## src/sv/matrix_multiply_engine_macros.svh

```systemverilog
// assertion macros for the matrix multiply engine
// expect clk and arst_n in the scope where they are used
`ifndef MATRIX_MULTIPLY_ENGINE_MACROS_SVH
`define MATRIX_MULTIPLY_ENGINE_MACROS_SVH

// same-cycle implication, checked out of reset
`define MME_ASSERT_NOW(lbl, ante, cons, msg) \
	lbl: assert property (@(posedge clk) disable iff (!arst_n) (ante) |-> (cons)) \
		else $error(msg);

// next-cycle implication, checked out of reset
`define MME_ASSERT_NEXT(lbl, ante, cons, msg) \
	lbl: assert property (@(posedge clk) disable iff (!arst_n) (ante) |=> (cons)) \
		else $error(msg);

`endif

```

## src/sv/mme_pkg.sv

```systemverilog
// types and constants shared by the matrix multiply engine
// no dependencies
package mme_pkg;

	localparam logic [1:0] OP_LOAD_A  = 2'd0;
	localparam logic [1:0] OP_LOAD_B  = 2'd1;
	localparam logic [1:0] OP_COMPUTE = 2'd2;

	localparam logic [1:0] REG_ROWS_A    = 2'd0;
	localparam logic [1:0] REG_INNER_LEN = 2'd1;
	localparam logic [1:0] REG_COLS_B    = 2'd2;

	// exact sum of up to eight q16.16 products
	localparam int ACC_W = 36;
	localparam int RND_HALF = 128;

	typedef struct packed {
		logic [1:0]         opcode;
		logic [5:0]         elem_index;
		logic signed [15:0] elem_value;
	} in_word_t;

	typedef struct packed {
		logic signed [15:0] product_value;
		logic [2:0]         out_row;
		logic [2:0]         out_col;
		logic               saturated;
		logic               last;
	} out_word_t;

	typedef struct packed {
		logic [3:0] m;
		logic [3:0] k;
		logic [3:0] n;
	} dims_t;

	typedef struct packed {
		logic vld;
		logic first;
		logic last;
	} issue_t;

	typedef struct packed {
		logic               done;
		logic signed [15:0] value;
		logic               sat;
	} mac_res_t;

endpackage

```

## src/sv/mme_store.sv

```systemverilog
// single-port-write, single-port-read element store, registered read
// no dependencies
module mme_store #(
	parameter int DEPTH = 64,
	parameter int AW = 6
) (
	input  logic                 clk,
	input  logic                 wr_en,
	input  logic [AW-1:0]        wr_addr,
	input  logic signed [15:0]   wr_data,
	input  logic                 rd_en,
	input  logic [AW-1:0]        rd_addr,
	output logic signed [15:0]   rd_data
);

	logic signed [15:0] mem [DEPTH];
	logic signed [15:0] rd_data_q;

	always_ff @(posedge clk) begin
		if (wr_en) begin
			mem[wr_addr] <= wr_data;
		end
		if (rd_en) begin
			rd_data_q <= mem[rd_addr];
		end
	end

	assign rd_data = rd_data_q;

endmodule

```

## src/sv/mme_mac.sv

```systemverilog
// multiply-accumulate unit with rounding and saturation to q8.8
// depends on mme_pkg
module mme_mac (
	input  logic                clk,
	input  logic                arst_n,
	input  mme_pkg::issue_t     issue,
	input  logic signed [15:0]  a_data,
	input  logic signed [15:0]  b_data,
	output mme_pkg::mac_res_t   res
);

	import mme_pkg::*;

	issue_t                   ctl_s1;
	issue_t                   ctl_s2;
	logic signed [31:0]       prod_s2;
	logic signed [ACC_W-1:0]  acc_q;
	logic                     done_q;
	logic signed [ACC_W-1:0]  rnd;
	logic [ACC_W-9:0]         q;
	logic [ACC_W-9:15]        hi;
	logic                     sat;

	// control travels alongside the store read and the product
	always_ff @(posedge clk or negedge arst_n) begin
		if (!arst_n) begin
			ctl_s1 <= '0;
			ctl_s2 <= '0;
			done_q <= 1'b0;
		end else begin
			ctl_s1 <= issue;
			ctl_s2 <= ctl_s1;
			done_q <= ctl_s2.vld && ctl_s2.last;
		end
	end

	always_ff @(posedge clk) begin
		prod_s2 <= a_data * b_data;
		if (ctl_s2.vld) begin
			if (ctl_s2.first) begin
				acc_q <= ACC_W'(prod_s2);
			end else begin
				acc_q <= acc_q + ACC_W'(prod_s2);
			end
		end
	end

	// round half up, then clamp
	assign rnd = acc_q + ACC_W'(RND_HALF);
	assign q   = rnd[ACC_W-1:8];
	assign hi  = q[ACC_W-9:15];
	assign sat = !((&hi) || !(|hi));

	always_comb begin
		res.done = done_q;
		res.sat  = sat;
		if (sat) begin
			res.value = q[ACC_W-9] ? 16'sh8000 : 16'sh7fff;
		end else begin
			res.value = q[15:0];
		end
	end

endmodule

```

## src/sv/mme_ctrl.sv

```systemverilog
// sequencer: input handshake, store writes, read address generation,
// result register; depends on mme_pkg
module mme_ctrl #(
	parameter int AW = 6
) (
	input  logic                 clk,
	input  logic                 arst_n,
	input  mme_pkg::dims_t       dims,
	input  logic                 in_valid,
	output logic                 in_ready,
	input  mme_pkg::in_word_t    in_data,
	output logic                 out_valid,
	input  logic                 out_ready,
	output mme_pkg::out_word_t   out_data,
	output logic                 a_wr_en,
	output logic                 b_wr_en,
	output logic [AW-1:0]        wr_addr,
	output logic signed [15:0]   wr_data,
	output logic [AW-1:0]        a_rd_addr,
	output logic [AW-1:0]        b_rd_addr,
	output mme_pkg::issue_t      issue,
	input  mme_pkg::mac_res_t    res
);

	import mme_pkg::*;

	localparam logic [1:0] ST_IDLE  = 2'd0;
	localparam logic [1:0] ST_ISSUE = 2'd1;
	localparam logic [1:0] ST_DRAIN = 2'd2;
	localparam logic [1:0] ST_EMIT  = 2'd3;

	logic [1:0]    state_q;
	logic [2:0]    i_q;
	logic [2:0]    j_q;
	logic [2:0]    t_q;
	logic [AW-1:0] row_base_q;
	logic [AW-1:0] a_addr_q;
	logic [AW-1:0] b_addr_q;
	logic          out_valid_q;
	out_word_t     out_data_q;
	logic          accept;
	logic          slot_free;
	logic          emit;
	logic          last_row;
	logic          last_col;
	logic          last_term;

	assign in_ready  = (state_q == ST_IDLE);
	assign accept    = in_valid && in_ready;
	assign slot_free = !out_valid_q || out_ready;
	assign emit      = (state_q == ST_EMIT) && slot_free;
	assign last_row  = ({1'b0, i_q} == dims.m - 4'd1);
	assign last_col  = ({1'b0, j_q} == dims.n - 4'd1);
	assign last_term = ({1'b0, t_q} == dims.k - 4'd1);

	// loads outside the configured size are dropped
	assign a_wr_en = accept && (in_data.opcode == OP_LOAD_A) &&
		({2'b00, in_data.elem_index} < (8'(dims.m) * 8'(dims.k)));
	assign b_wr_en = accept && (in_data.opcode == OP_LOAD_B) &&
		({2'b00, in_data.elem_index} < (8'(dims.k) * 8'(dims.n)));
	assign wr_addr = AW'(in_data.elem_index);
	assign wr_data = in_data.elem_value;

	assign a_rd_addr   = a_addr_q;
	assign b_rd_addr   = b_addr_q;
	assign issue.vld   = (state_q == ST_ISSUE);
	assign issue.first = (t_q == 3'd0);
	assign issue.last  = last_term;

	always_ff @(posedge clk or negedge arst_n) begin
		if (!arst_n) begin
			state_q     <= ST_IDLE;
			i_q         <= '0;
			j_q         <= '0;
			t_q         <= '0;
			row_base_q  <= '0;
			a_addr_q    <= '0;
			b_addr_q    <= '0;
			out_valid_q <= 1'b0;
		end else begin
			if (emit) begin
				out_valid_q <= 1'b1;
			end else if (out_ready) begin
				out_valid_q <= 1'b0;
			end
			case (state_q)
				ST_IDLE: begin
					if (accept && (in_data.opcode == OP_COMPUTE)) begin
						state_q    <= ST_ISSUE;
						i_q        <= '0;
						j_q        <= '0;
						t_q        <= '0;
						row_base_q <= '0;
						a_addr_q   <= '0;
						b_addr_q   <= '0;
					end
				end
				ST_ISSUE: begin
					// a walks along the row, b down the column
					a_addr_q <= a_addr_q + AW'(1);
					b_addr_q <= b_addr_q + AW'(dims.n);
					t_q      <= t_q + 3'd1;
					if (last_term) begin
						state_q <= ST_DRAIN;
					end
				end
				ST_DRAIN: begin
					if (res.done) begin
						state_q <= ST_EMIT;
					end
				end
				ST_EMIT: begin
					if (slot_free) begin
						t_q <= '0;
						if (last_row && last_col) begin
							state_q <= ST_IDLE;
						end else if (last_col) begin
							state_q    <= ST_ISSUE;
							i_q        <= i_q + 3'd1;
							j_q        <= '0;
							row_base_q <= row_base_q + AW'(dims.k);
							a_addr_q   <= row_base_q + AW'(dims.k);
							b_addr_q   <= '0;
						end else begin
							state_q  <= ST_ISSUE;
							j_q      <= j_q + 3'd1;
							a_addr_q <= row_base_q;
							b_addr_q <= AW'(j_q) + AW'(1);
						end
					end
				end
				default: begin
					state_q <= ST_IDLE;
				end
			endcase
		end
	end

	always_ff @(posedge clk) begin
		if (emit) begin
			out_data_q.product_value <= res.value;
			out_data_q.saturated     <= res.sat;
			out_data_q.out_row       <= i_q;
			out_data_q.out_col       <= j_q;
			out_data_q.last          <= last_row && last_col;
		end
	end

	assign out_valid = out_valid_q;
	assign out_data  = out_data_q;

endmodule

```

## src/sv/matrix_multiply_engine.sv

```systemverilog
// top level of the matrix multiply engine: configuration registers,
// element stores, sequencer and mac; depends on mme_pkg and the macro header
//
// usage
//   cfg channel (cfg_valid/cfg_ready, cfg_index, cfg_data) writes rows_a (0),
//   inner_len (1) and cols_b (2); cfg_ready is always high, other indexes
//   are dropped. a value of 0 acts as 1, values above MAX_DIM act as MAX_DIM
//   in channel takes one word per item: load A, load B or compute. a load
//   writes the store by row-major index and gives no word; loads beyond
//   the configured size are dropped
//   a compute item streams C = A x B out in row-major order, last marked on
//   the final element. in_ready stays low until the last word of the
//   result is in the output register
//   each result element is built from inner_len store reads, one per cycle
//   through the single read port of each store, then the multiply and
//   accumulate stages and a load of the output register
//   receiver stall: the output register holds its word; the sequencer waits
//   with the finished sum until the register frees, nothing is dropped
//   reset: registers return to 8 by 8 by 8, the channels go idle; store
//   contents are undefined until written and carry no clear pass
`include "matrix_multiply_engine_macros.svh"

module matrix_multiply_engine #(
	parameter int MAX_DIM = 8
) (
	input  logic                clk,
	input  logic                arst_n,
	input  logic                cfg_valid,
	output logic                cfg_ready,
	input  logic [1:0]          cfg_index,
	input  logic [3:0]          cfg_data,
	input  logic                in_valid,
	output logic                in_ready,
	input  mme_pkg::in_word_t   in_data,
	output logic                out_valid,
	input  logic                out_ready,
	output mme_pkg::out_word_t  out_data
);

	import mme_pkg::*;

	localparam int DEPTH = MAX_DIM * MAX_DIM;
	localparam int AW = $clog2(DEPTH);

	logic [3:0]          rows_a_q;
	logic [3:0]          inner_len_q;
	logic [3:0]          cols_b_q;
	dims_t               dims;
	logic                a_wr_en;
	logic                b_wr_en;
	logic [AW-1:0]       wr_addr;
	logic signed [15:0]  wr_data;
	logic [AW-1:0]       a_rd_addr;
	logic [AW-1:0]       b_rd_addr;
	logic signed [15:0]  a_rd_data;
	logic signed [15:0]  b_rd_data;
	issue_t              issue;
	mac_res_t            res;

	// configuration: the user writes it only while idle; the block does not enforce this
	assign cfg_ready = 1'b1;

	always_ff @(posedge clk or negedge arst_n) begin
		if (!arst_n) begin
			rows_a_q    <= 4'd8;
			inner_len_q <= 4'd8;
			cols_b_q    <= 4'd8;
		end else if (cfg_valid && cfg_ready) begin
			case (cfg_index)
				REG_ROWS_A:    rows_a_q    <= cfg_data;
				REG_INNER_LEN: inner_len_q <= cfg_data;
				REG_COLS_B:    cols_b_q    <= cfg_data;
				default: begin
				end
			endcase
		end
	end

	// effective dimensions, clamped to 1 .. MAX_DIM
	function automatic logic [3:0] eff_dim(input logic [3:0] v);
		logic [3:0] r;
		if (v == 4'd0) begin
			r = 4'd1;
		end else if (v > 4'(MAX_DIM)) begin
			r = 4'(MAX_DIM);
		end else begin
			r = v;
		end
		return r;
	endfunction

	assign dims.m = eff_dim(rows_a_q);
	assign dims.k = eff_dim(inner_len_q);
	assign dims.n = eff_dim(cols_b_q);

	mme_ctrl #(
		.AW(AW)
	) u_ctrl (
		.clk       (clk),
		.arst_n    (arst_n),
		.dims      (dims),
		.in_valid  (in_valid),
		.in_ready  (in_ready),
		.in_data   (in_data),
		.out_valid (out_valid),
		.out_ready (out_ready),
		.out_data  (out_data),
		.a_wr_en   (a_wr_en),
		.b_wr_en   (b_wr_en),
		.wr_addr   (wr_addr),
		.wr_data   (wr_data),
		.a_rd_addr (a_rd_addr),
		.b_rd_addr (b_rd_addr),
		.issue     (issue),
		.res       (res)
	);

	// matrix A store
	mme_store #(
		.DEPTH(DEPTH),
		.AW(AW)
	) u_a_store (
		.clk     (clk),
		.wr_en   (a_wr_en),
		.wr_addr (wr_addr),
		.wr_data (wr_data),
		.rd_en   (issue.vld),
		.rd_addr (a_rd_addr),
		.rd_data (a_rd_data)
	);

	// matrix B store
	mme_store #(
		.DEPTH(DEPTH),
		.AW(AW)
	) u_b_store (
		.clk     (clk),
		.wr_en   (b_wr_en),
		.wr_addr (wr_addr),
		.wr_data (wr_data),
		.rd_en   (issue.vld),
		.rd_addr (b_rd_addr),
		.rd_data (b_rd_data)
	);

	mme_mac u_mac (
		.clk    (clk),
		.arst_n (arst_n),
		.issue  (issue),
		.a_data (a_rd_data),
		.b_data (b_rd_data),
		.res    (res)
	);

	// no store read while new items are taken
	`MME_ASSERT_NOW(a_no_issue_when_ready, in_ready, !issue.vld, "read issued while accepting")
	// a finished sum is never overtaken by a new read
	`MME_ASSERT_NOW(a_no_issue_on_done, res.done, !issue.vld, "read issued with sum pending")
	// the last term of an element is followed by the drain, not another read
	`MME_ASSERT_NEXT(a_drain_after_last, issue.vld && issue.last, !issue.vld,
		"read issued right after last term")

endmodule
```

## config.mk

```make
export PLATFORM = sky130hd
export DESIGN_NAME = matrix_multiply_engine
export DESIGN_NICKNAME = d
export VERILOG_FILES = /design/src/sv/mme_pkg.sv /design/src/sv/mme_store.sv /design/src/sv/mme_mac.sv /design/src/sv/mme_ctrl.sv /design/src/sv/matrix_multiply_engine.sv
export VERILOG_INCLUDE_DIRS = /design/src /design/src/sv
export SDC_FILE = /design/constraint.sdc
export NUM_CORES = 2
export LEC_CHECK = 0
export ABC_AREA = 0
export ABC_CLOCK_PERIOD_IN_PS = 9050
export BUFFER_PORTS_ARGS = -buffer_cell sky130_fd_sc_hd__buf_2
export CAP_MARGIN = 20
export CORE_ASPECT_RATIO = 2
export CORE_MARGIN = 10
export CORE_UTILIZATION = 35
export CTS_BUF_LIST = sky130_fd_sc_hd__clkbuf_8
export CTS_CLUSTER_DIAMETER = 200
export DETAILED_ROUTE_END_ITERATION = 10
export HOLD_SLACK_MARGIN = 0.12
export PLACE_DENSITY_LB_ADDON = 0.08
export SLEW_MARGIN = 20
export SYNTH_ARGS = -nofsm -noshare
export SYNTH_HDL_FRONTEND = slang
export SYNTH_SLANG_ARGS = --single-unit
```

## constraint.sdc

```tcl
create_clock -name clk -period 9.05 [get_ports clk]
set_clock_uncertainty 0.15 [all_clocks]
set_input_delay 0.905 -clock clk [delete_from_list [all_inputs] [get_ports clk]]
set_output_delay 0.905 -clock clk [all_outputs]
set_load 0.02 [all_outputs]
```

# After elaboration in Yosys (flattened, before gate mapping)
# Memories as Yosys holds them, arrays and structs flattened. A register that Yosys moved wholly into a read port is not among the register bits.
# Index checks and enable logic that the tools add are counted.
# word_totals
ff_bits	141
ramBits	2048
out_inout_bits	27
elab_cells	139
memories	2
# mem_list
name	depth	width	rd	rd_ports_with_merged_regs	wr	line	rtl
u_a_store.mem	64	16	1	1	1	mme_store.sv:16	logic signed [15:0] mem [DEPTH];
u_b_store.mem	64	16	1	1	1	mme_store.sv:16	
# op_classes
magnitude_cmp	5
eq_ne	16
n_addsub	12
muxes	42
reduce_logical	34
mul	3
# ops
cell	count
6-bit 2-to-1 mux	7
36-bit by 32-bit adder with 36-bit output	1
36-bit by 9-bit adder with 36-bit output, second input constant	1
36-bit 2-to-1 mux	1
6-bit case mux with 3 select lines	2
16-bit by 16-bit multiplier with 32-bit output	1
16-bit 2-to-1 mux	2
3-bit 2-to-1 mux	8
4-bit 2-to-1 mux	6
6-bit by 8-bit < comparator with 1-bit output	2
4-bit by 4-bit multiplier with 8-bit output	2
13-bit AND reduction	1
13-bit OR reduction	1
6-bit by 4-bit adder with 6-bit output	2
3-bit by 4-bit equality test with 1-bit output	3
4-bit greater-than comparator, second input constant	3
4-bit logical NOT	3
3-bit case mux with 2 select lines	2
6-bit case mux with 2 select lines	1
4-bit AND reduction	3
4-bit by 1-bit subtractor with 4-bit output, second input constant	3
3-bit by 1-bit adder with 3-bit output, second input constant	3
1-bit logical AND	9
3-bit case mux with 3 select lines	1
other kinds (18)	44

# Depth between registers and ports, before layout
# logic_depth
word_depth	9
depth_mapped	24
depth_no_buf	22

# Hierarchy
# From an unflattened synthesis, not the netlist that was laid out.
# hier_totals
hier_cells	5829
area_unflattened_um2	100351.2
# by_module_without_submodules
mod	cells_per_inst	instances	area_each_um2	seq_area_each_um2
mme_store	1829	2	40202.3	31230.0
mme_mac	1689	1	15067.0	1896.8
mme_ctrl	438	1	4305.4	1471.4
matrix_multiply_engine	44	1	574.3	304.0

# Worst setup path after synthesis
# OpenSTA, ideal clock, no wires.
# synth_timing
path_kind	register -> register
from	register u_b_store.rd_data_q[4], in the netlist u_b_store.rd_data[4] (read register of u_b_store.mem)
to	register u_mac.prod_s2[26]
arrival_time_ns	5.864
path_stages_with_launch	24
period_less_slack_ns	6.086
required_ns	8.828
path_slack_ns	2.964
cell_sequence	edfxtp_1 -> clkbuf_1 -> and2_1 -> fa_1 -> inv_1 -> fa_1 -> fa_1 -> inv_1 -> fa_1 -> fa_1 -> inv_1 -> fa_1 -> inv_1 -> ha_1 -> clkbuf_1 -> and4_1 -> a21oi_1 -> o21ai_0 -> o21ai_1 -> o211ai_1 -> a2111o_1 -> a31o_2 -> a21oi_1 -> xnor2_1
# synth_between
elab_chain_cells	1
# synth_lines
item	line	rtl
start, declared	mme_store.sv:17	logic signed [15:0] rd_data_q;
16-bit by 16-bit multiplier with 32-bit output	mme_mac.sv:38	prod_s2 <= a_data * b_data;
end signal, assigned	mme_mac.sv:38	
end, declared	mme_mac.sv:16	logic signed [31:0] prod_s2;
# No other way between the ends.
# A chain may end at the register's enable or synchronous reset.

# Final worst setup path
# layout_timing
from	register u_b_store.rd_data_q[15], in the netlist u_b_store.rd_data[15] (read register of u_b_store.mem)
to	register u_mac.prod_s2[31]
# Same word-level chain as after synthesis.

==> results_dict.tcl <==
set metrics [dict create \
    io_pins 62 \
    ys.flop_type "edfxtp_1" \
    rrSetupSlack_ps 2010 \
    die_y_um 769 \
    fmax_mhz 142 \
    cp.arrival_ps 7660 \
    reg2reg_to "u_mac.prod_s2[31]" \
    yosysWarnings 0 \
    hp-class "reg -> reg" \
    slew_headroom_pct 25.6 \
    drt-initial-drc-count 3645 \
    avgViaCountPerCell 5.12 \
    start_kind "register" \
    avgSynthCellArea_um2 19.1 \
    grt_pass1_wl_um 382000 \
    clockRootBuffer "clkbuf_8" \
    outcome "finished, final reports clean" \
    cts_max_level 5 \
    vias 48654 \
    area_growth_pct 12.2 \
    ff2ff_path_depth 21 \
    final_max_slew_viol_count 0 \
    final.period_utilization_pct 77.8 \
    cts_buffers 332 \
    drc 0 \
    placed_cells 8900 \
    ys_async_sr_fraction_pct 2.21 \
    period_needed_ps 7040 \
    critPathKind "reg -> reg" \
    dpl.hpwl_um 164000 \
    hold_violations 0 \
    grt_pass1_vias 52662 \
    post-cts-setup-buffers 0 \
    grt_max_degree 92 \
    synth_common_cells "2140 x edfxtp_1, 672 x mux4_2, 354 x inv_1" \
    synth_area_mm2 0.0982 \
    whs_ps 197 \
    clkTransAtPathRegs_ps 60 \
    ys_types 83 \
    antenna_found_initial 25 \
    clock_tree.buffer_depth 4 \
    synth_top_area_share_pct 65.5 \
    synth_nets 5627 \
    die_w_um 394 \
    tritoncts "yes" \
    ys_seq_area_share_pct 67.4 \
    cp-startpoint "u_b_store.rd_data[15]" \
    stdcell_count 9501 \
    gp_congestion 0.797 \
    core_mm2 0.280 \
    cp-endpoint "u_mac.prod_s2[31]" \
    drive_above_1_share_pct 24.4 \
    grt_overflow_total 0 \
    fin_setup_tns_ps 0 \
    cp.required_ps 9670 \
    numClockSinks 2221 \
    nFillCells 25334 \
    synth_edf_count 2140 \
    die_area_mm2 0.303 \
    ys_ff_latch 2221 \
    regToRegStartpoint "u_b_store.rd_data[15]" \
    ys_top_cells_by_area "edfxtp_1 65%, mux4_2 15%, fa_1 5.6%" \
    antenna_left 0 \
    routed_wl_um 264000 \
    fp-row-count 275 \
    fin_nets 5982 \
    io_buffers 60 \
    initial_core_util_pct 35.1 \
    maxCapViolCount 0 \
    worstMarginPinSlew_ps 1120 \
    finalSetupViolations 0 \
    track_usage_pct 17.2 \
    path_max_fanout 14 \
    critPathCaptureType "register" \
    holdPathStages 0 \
    clock_latency_ps 960 \
    postSynthCellCount 5147 \
    yosysMostFrequentCell "edfxtp_1" \
    synth_largest_area_cell "edfxtp_1" \
    wire_per_inst_um 27.8 \
    dr.pass1.iters 5 \
    rsz0062_at_grt "false" \
]
[final cells by class]
cell class | count | area (µm²) | share of cell area (%)
diodes | 9 | 22.5 | 0.0204
repair buffers | 238 | 1740 | 1.58
clock inverters | 240 | 1530 | 1.39
flip-flops and latches | 2221 | 66200 | 60.1
multi-input cells | 2353 | 29900 | 27.2
inverters | 356 | 1340 | 1.21
well taps | 3739 | 4680 | 4.25
clock buffers | 345 | 4750 | 4.31
[what timing repair did]
action | in CTS | in global routing
endpoints found under the hold margin | 59 | 0
hold buffers | 6 | 0
resized for setup | 0 | 0
[state kept, by name, indices dropped and copies added (netlist names)]
register / count
u_ctrl.a_rd_addr: 6
u_ctrl.row_base_q: 6
u_ctrl.i_q: 3
u_ctrl.t_q: 3
u_b_store.mem: 1024
u_ctrl.out_data: 24
u_mac.acc_q: 36
u_ctrl.b_rd_addr: 6
u_ctrl.out_valid: 1
u_ctrl.j_q: 3
cols_b_q: 4
u_a_store.rd_data: 16
u_mac.done_q: 1
u_mac.ctl_s1: 3
inner_len_q: 4
u_a_store.mem: 1024
rows_a_q: 4
u_b_store.rd_data: 16
u_mac.ctl_s2: 3
u_ctrl.state_q: 2
u_mac.prod_s2: 32
[per-stage QoR]
stage	worst slack, ps	utilization [%]	area [µm²]
final	2010	39.4	110000
after global placement	2090	37.1	104000
after detailed placement	2000	37.1	104000
after floorplan	2960	-	98200
after global routing	1670	39.4	110000
after CTS	1930	39.4	110000
[critical path, stage by stage (launching register included)]
cell and delay [ps]:
edfxtp_1 470, inv_1 520, nor2_1 120, fa_1 550
fa_1 480, fa_1 590, fa_1 450, fa_1 490
inv_1 50, fa_1 470, inv_1 40, ha_1 210
nor4_1 370, nand2_1 100, a2111oi_0 740, buf_4 240
o21ai_0 160, nand3_1 150, and3_1 180, o21bai_1 80
a21oi_1 170, xnor2_1 80
[cell usage in the layout (no fill, tap or decap), types with 77 or more instances in the layout]
cell type / count
o21ai_0: 103
inv_1: 448
nor2_1: 196
a21oi_1: 77
mux4_2: 672
and2_1: 138
edfxtp_1: 2140
ha_1: 171
clkbuf_8: 345
buf_4: 184
fa_1: 273
nand2_1: 255
[how the worst min path moves through the flow]
stage | from | endpoint | slack (ps)
final | u_mac.ctl_s1[1] | u_mac.ctl_s2[1] | 200
after global routing | u_mac.ctl_s1[2] | u_mac.ctl_s2[2] | 210
after CTS | cfg_index[1] | rows_a_q[0] | 120
after detailed placement | u_mac.ctl_s1[2] | u_mac.ctl_s2[2] | 180
after global placement | u_mac.ctl_s1[2] | u_mac.ctl_s2[2] | 180
after floorplan | u_mac.ctl_s1[0] | u_mac.ctl_s2[0] | 180
[kinds of logic (layout without fill, tap and decap cells)]
family                   Yosys count  after routing  synth area share (%)
other                              1             10               0.00382
multiplexers                     711            711                  15.8
adder cells (fa/ha/maj)          445            445                  7.76
AO/OA/AOI/OAI                    317            317                  2.03
buffers and inverters            573           1179                  2.24
XOR/XNOR                         107            107                 0.974
flip-flops                      2221           2221                  67.4
AND/OR/NAND/NOR                  772            772                  3.78
[layer usage]
metal | global-route usage (%) | routed length, µm | vias up
li1 | - | - | 20858
met4 | 4.55 | 6580 | 2
met3 | 2.56 | 11300 | 337
met1 | 22.9 | 114000 | 26329
met2 | 29.5 | 133000 | 1128
met5 | 0 | 7 | -
Power is left out: the tool's default activity adds up to more than one toggle a clock period on the data nets, which glitch-free logic cannot reach.
